### src/rtl/core/fmc_pkg.sv
package fmc_pkg;

    localparam int NUM_CH    = 20;
    localparam int CH_W      = 5;
    localparam int SAMPLE_W  = 12;
    localparam int PTR_W     = 4;
    localparam int CFG_W     = 20;
    localparam int CFG_IDX_W = 2;

    localparam logic [CH_W-1:0] CH_SD_OUT = 5'd16;
    localparam logic [CH_W-1:0] CH_SD_IN  = 5'd17;
    localparam logic [CH_W-1:0] CH_SD_BMS = 5'd18;
    localparam logic [CH_W-1:0] CH_SD_IMD = 5'd19;
    localparam logic [CH_W-1:0] CH_LAST   = 5'd19;

    localparam logic [CFG_IDX_W-1:0] REG_CHECK_MASK      = 2'd0;
    localparam logic [CFG_IDX_W-1:0] REG_EXPECTED_LEVELS = 2'd1;
    localparam logic [CFG_IDX_W-1:0] REG_HANDCART_MODE   = 2'd2;

    // 12-bit ADC codes, 13 bits wide so the check-mux upper bound fits
    localparam logic [12:0] MUX_LO    = 13'd868;
    localparam logic [12:0] MUX_HI    = 13'd2357;
    localparam logic [12:0] SD_LO     = 13'd289;
    localparam logic [12:0] SD_HI     = 13'd2891;
    localparam logic [12:0] CKM_LO    = 13'd2978;
    localparam logic [12:0] CKM_HI    = 13'd4219;
    localparam logic [12:0] IMD_HC_LO = 13'd868;
    localparam logic [12:0] IMD_HC_HI = 13'd1861;
    localparam logic [12:0] CKM_HC_LO = 13'd1613;
    localparam logic [12:0] CKM_HC_HI = 13'd2233;

    typedef enum logic [1:0] {
        ST_LOW  = 2'd0,
        ST_HIGH = 2'd1,
        ST_ERR  = 2'd2
    } level_t;

    typedef enum logic [1:0] {
        FSM_IDLE,
        FSM_SCAN,
        FSM_DRAIN,
        FSM_DONE
    } fsm_t;

    typedef struct packed {
        logic handcart;
        logic imd_hc;
        logic ckm;
        logic mux;
    } chan_class_t;

    typedef struct packed {
        logic [SAMPLE_W-1:0] mux_sample;
        logic [SAMPLE_W-1:0] sd_imd_sample;
        logic [SAMPLE_W-1:0] sd_bms_sample;
        logic [SAMPLE_W-1:0] sd_in_sample;
        logic [SAMPLE_W-1:0] sd_out_sample;
        logic [CH_W-1:0]     query_channel;
    } req_t;

    typedef struct packed {
        logic                check_ok;
        logic [CH_W-1:0]     fail_channel;
        logic [SAMPLE_W-1:0] query_sample;
        level_t              query_slot_state;
        level_t              query_majority_state;
    } rsp_t;

    function automatic level_t classify(chan_class_t c, logic [SAMPLE_W-1:0] v);
        logic [12:0] x;
        logic [12:0] lo;
        logic [12:0] hi;
        level_t      r;
        x  = {1'b0, v};
        lo = SD_LO;
        hi = SD_HI;
        if (c.imd_hc)
        begin
            lo = IMD_HC_LO;
            hi = IMD_HC_HI;
        end
        else if (c.mux && !c.ckm)
        begin
            lo = MUX_LO;
            hi = MUX_HI;
        end
        if (!c.imd_hc && c.ckm)
        begin
            lo = c.handcart ? CKM_HC_LO : CKM_LO;
            hi = c.handcart ? CKM_HC_HI : CKM_HI;
            r  = (x >= hi || x <= lo) ? ST_ERR : ST_HIGH;
        end
        else if (x <= lo)
        begin
            r = ST_LOW;
        end
        else if (x >= hi)
        begin
            r = ST_HIGH;
        end
        else
        begin
            r = ST_ERR;
        end
        return r;
    endfunction

endpackage

### src/rtl/core/fmc_vote.sv
module fmc_vote #(
    parameter int HISTORY_DEPTH = 5
) (
    input  logic [HISTORY_DEPTH-1:0][fmc_pkg::SAMPLE_W-1:0] samples,
    input  fmc_pkg::chan_class_t                            cls,
    output fmc_pkg::level_t                                 levels [HISTORY_DEPTH],
    output fmc_pkg::level_t                                 majority
);

    localparam int CNT_W = $clog2(HISTORY_DEPTH + 1);

    logic [CNT_W-1:0] cnt_lo;
    logic [CNT_W-1:0] cnt_hi;
    logic [CNT_W-1:0] cnt_err;

    always_comb
    begin
        cnt_lo  = '0;
        cnt_hi  = '0;
        cnt_err = '0;
        for (int j = 0; j < HISTORY_DEPTH; j++)
        begin
            levels[j] = fmc_pkg::classify(cls, samples[j]);
            case (levels[j])
                fmc_pkg::ST_LOW:  cnt_lo  = cnt_lo + CNT_W'(1);
                fmc_pkg::ST_HIGH: cnt_hi  = cnt_hi + CNT_W'(1);
                default:          cnt_err = cnt_err + CNT_W'(1);
            endcase
        end
    end

    always_comb
    begin
        if (cnt_lo > cnt_hi && cnt_lo > cnt_err)
        begin
            majority = fmc_pkg::ST_LOW;
        end
        else if (cnt_hi > cnt_lo && cnt_hi > cnt_err)
        begin
            majority = fmc_pkg::ST_HIGH;
        end
        else
        begin
            majority = fmc_pkg::ST_ERR;
        end
    end

endmodule

### config.mk
export PLATFORM = sky130hd
export DESIGN_NAME = fmc_vote
export DESIGN_NICKNAME = d
export VERILOG_FILES = /design/src/rtl/core/fmc_pkg.sv /design/src/rtl/core/fmc_vote.sv
export SDC_FILE = /design/constraint.sdc
export NUM_CORES = 1
export LEC_CHECK = 0
export ABC_AREA = 1
export ABC_CLOCK_PERIOD_IN_PS = 10700
export BUFFER_PORTS_ARGS = -buffer_cell sky130_fd_sc_hd__buf_2
export CORE_ASPECT_RATIO = 1.25
export CORE_MARGIN = 2
export CORE_UTILIZATION = 65
export DETAILED_ROUTE_END_ITERATION = 8
export PLACE_DENSITY = 0.92
export SLEW_MARGIN = 20
export SYNTH_ARGS = -nofsm -noshare
export SYNTH_HDL_FRONTEND = slang
export SYNTH_SLANG_ARGS = --single-unit
### constraint.sdc
create_clock -name vclk -period 10.7
set_clock_uncertainty 0.2 [all_clocks]
set_input_delay 0 -clock vclk [all_inputs]
set_output_delay 0 -clock vclk [all_outputs]
set_load 0.02 [all_outputs]
==> impl_metrics.tcl <==
set metrics [dict create \
    core_area_um2 7062 \
    drt_first_iter_violations 422 \
    max-cap-violations 0 \
    ys_seq_area_share_pct 0 \
    drt-wirelength-per-cell_um 14.12 \
    syn_nets 980 \
    status "finished clean" \
    grt_max_degree 46 \
    cts_hold_buf 0 \
    core.rowCount 34 \
    rsz0062_at_grt "false" \
    antenna_found_initial 0 \
    synth.distinct_cells 45 \
    yosys_warnings 0 \
    regArea_um2 0 \
    fmax_mhz 163.3 \
    nets 1059 \
    max_stage_delay_ps 640 \
    via_count 5540 \
    die_w_um 80.70 \
    final_max_slew_viol_count 0 \
    crit_buf_inv 9 \
    leakagePower_nw 3.038 \
    arrival_ps 5930 \
    cp_data_required_time_ps 10500 \
    worst_pin_slew_ps 1054 \
    cts_setup_buffers 0 \
    hold_viol_final 0 \
    drc 0 \
    dieHeight_um 99.87 \
    grt_remaining_overflow 0 \
    dieArea_um2 8059 \
    syn_avg_cell_area_um2 6.151 \
    via_per_inst 5.869 \
    port-buffer-count 76 \
    grt_pass1_wl_mm 22.38 \
    worst-path-max-fanout 45 \
    max_slew_margin_pct 29.63 \
    routabilityCongestion 0.9883 \
    finalSetupTns_ps 0 \
    syn-cell-area_um2 4780 \
    areaGrowthSynthToFinish_pct 10.39 \
    ant_nets 0 \
    nClkBuffers 0 \
    fin_crit_sh_pct 57.24 \
    grt_pass1_vias 5298 \
    layout_common_cells "nand2_1, ha_1, inv_1, nand3_1, buf_2" \
    start_kind "primary input" \
    finalSetupViolCount 0 \
    hold_ws_ps 476.7 \
    layout-drive-gt1-share_pct 14.87 \
    firstDrtPassIters 5 \
    routed_wl_mm 13.33 \
    powerDensity_nw_per_um2 65.89 \
    hold_class "primary input to primary output" \
    netlist_instances 777 \
    final_common_cell "nand2_1" \
    worst_path_dominant_cell_family "adder cells" \
    grtUsageTotal_pct 33.12 \
    initial_utilization_pct 67.68 \
    min_period_ps 6125 \
    num_antenna_cells 0 \
    cts.repair.resized 0 \
    crit_slowest_cell "inv_1" \
    n_sequential_cell 0 \
    end_kind "primary output" \
    dp_hpwl_mm 10.89 \
    critical_path_class "primary input to primary output" \
    pin_count 76 \
    cp_common_cell "nand2_1" \
    ir_worst_vdd_uv 122.3 \
]
## final cells by class
cell class / instances / area, um^2
multi-input cells: 664 / 4343
fillers: 611 / 1785
inverters: 112 / 425.4
repair buffers: 78 / 395.4
well taps: 90 / 112.6
## path summary, 6_finish.rpt
kind	slack (ps)	endpoint	from	cells after the start
min	480	levels[0]	samples[55]	7
max	4570	majority[1]	cls[3]	35
## worst min-delay path: stages
cell and delay [ps]:
buf_2 150, nor3_1 70, nand2_1 40, o21ai_1 70, nand2_1 90, o21ai_2 90, buf_2 170
## kinds of logic after synthesis
family,count (synthesis),synth area share (%)
buffers and inverters,113,9.136
and+or+nand+nor,422,41.13
AOI/OAI and AO/OA,100,12.80
xor gates and xnor gates,3,0.5498
adders and majority gates,139,36.39
## routing by layer
layer	wire length (um)	up-vias	GRT usage [%]	part of all wire, %
met2	6623	196	61.22	50
met5	0	-	0	0
li1	-	2800	-	-
met4	252	0	8.996	1.9
met1	5682	2517	40.49	43
met3	766	27	2.698	5.7
## cell usage after synthesis, drive strengths merged, types with 2 or more instances
| library cell | n | area share (%) |
|---|---|---|
| nor3b | 5 | 0.79 |
| xor2 | 3 | 0.55 |
| nand3b | 3 | 0.47 |
| a21o | 4 | 0.63 |
| nor4 | 4 | 0.52 |
| nor3 | 22 | 2.3 |
| a21oi | 41 | 4.4 |
| a211oi | 7 | 1.1 |
| nand3 | 88 | 9.6 |
| and2 | 2 | 0.26 |
| nand2 | 196 | 17 |
| o21bai | 3 | 0.71 |
| ha | 139 | 36 |
| o21ai | 30 | 3.5 |
| a21boi | 2 | 0.31 |
| o31ai | 5 | 0.79 |
| or2 | 7 | 0.92 |
| nor2 | 73 | 6.3 |
| and3 | 5 | 0.65 |
| o211ai | 3 | 0.47 |
| inv | 111 | 8.8 |
| nand4 | 16 | 2.1 |
## stage by stage
stage | total power [mW] | area (um^2) | setup slack [ps] | utilization, % | cells
after floorplan | 0.2410 | 4780 | 5489 | - | 777
after global placement | 0.3185 | 5276 | 5111 | 74.72 | 944
after detailed placement | 0.3408 | 5276 | 4717 | 74.72 | 944
after CTS | 0.3422 | 5276 | 4705 | 74.72 | 944
after global routing | 0.3915 | 5276 | 4178 | 74.72 | 944
final | 0.3477 | 5276 | 4575 | 74.72 | 944
## power breakdown
part | total (mW) | internal (mW) | switching, mW
Sequential | 0 | 0 | 0
Combinational | 0.348 | 0.130 | 0.218
Clock | 0 | 0 | 0
Total | 0.348 | 0.130 | 0.218
Power figures use the tool's default switching activity.
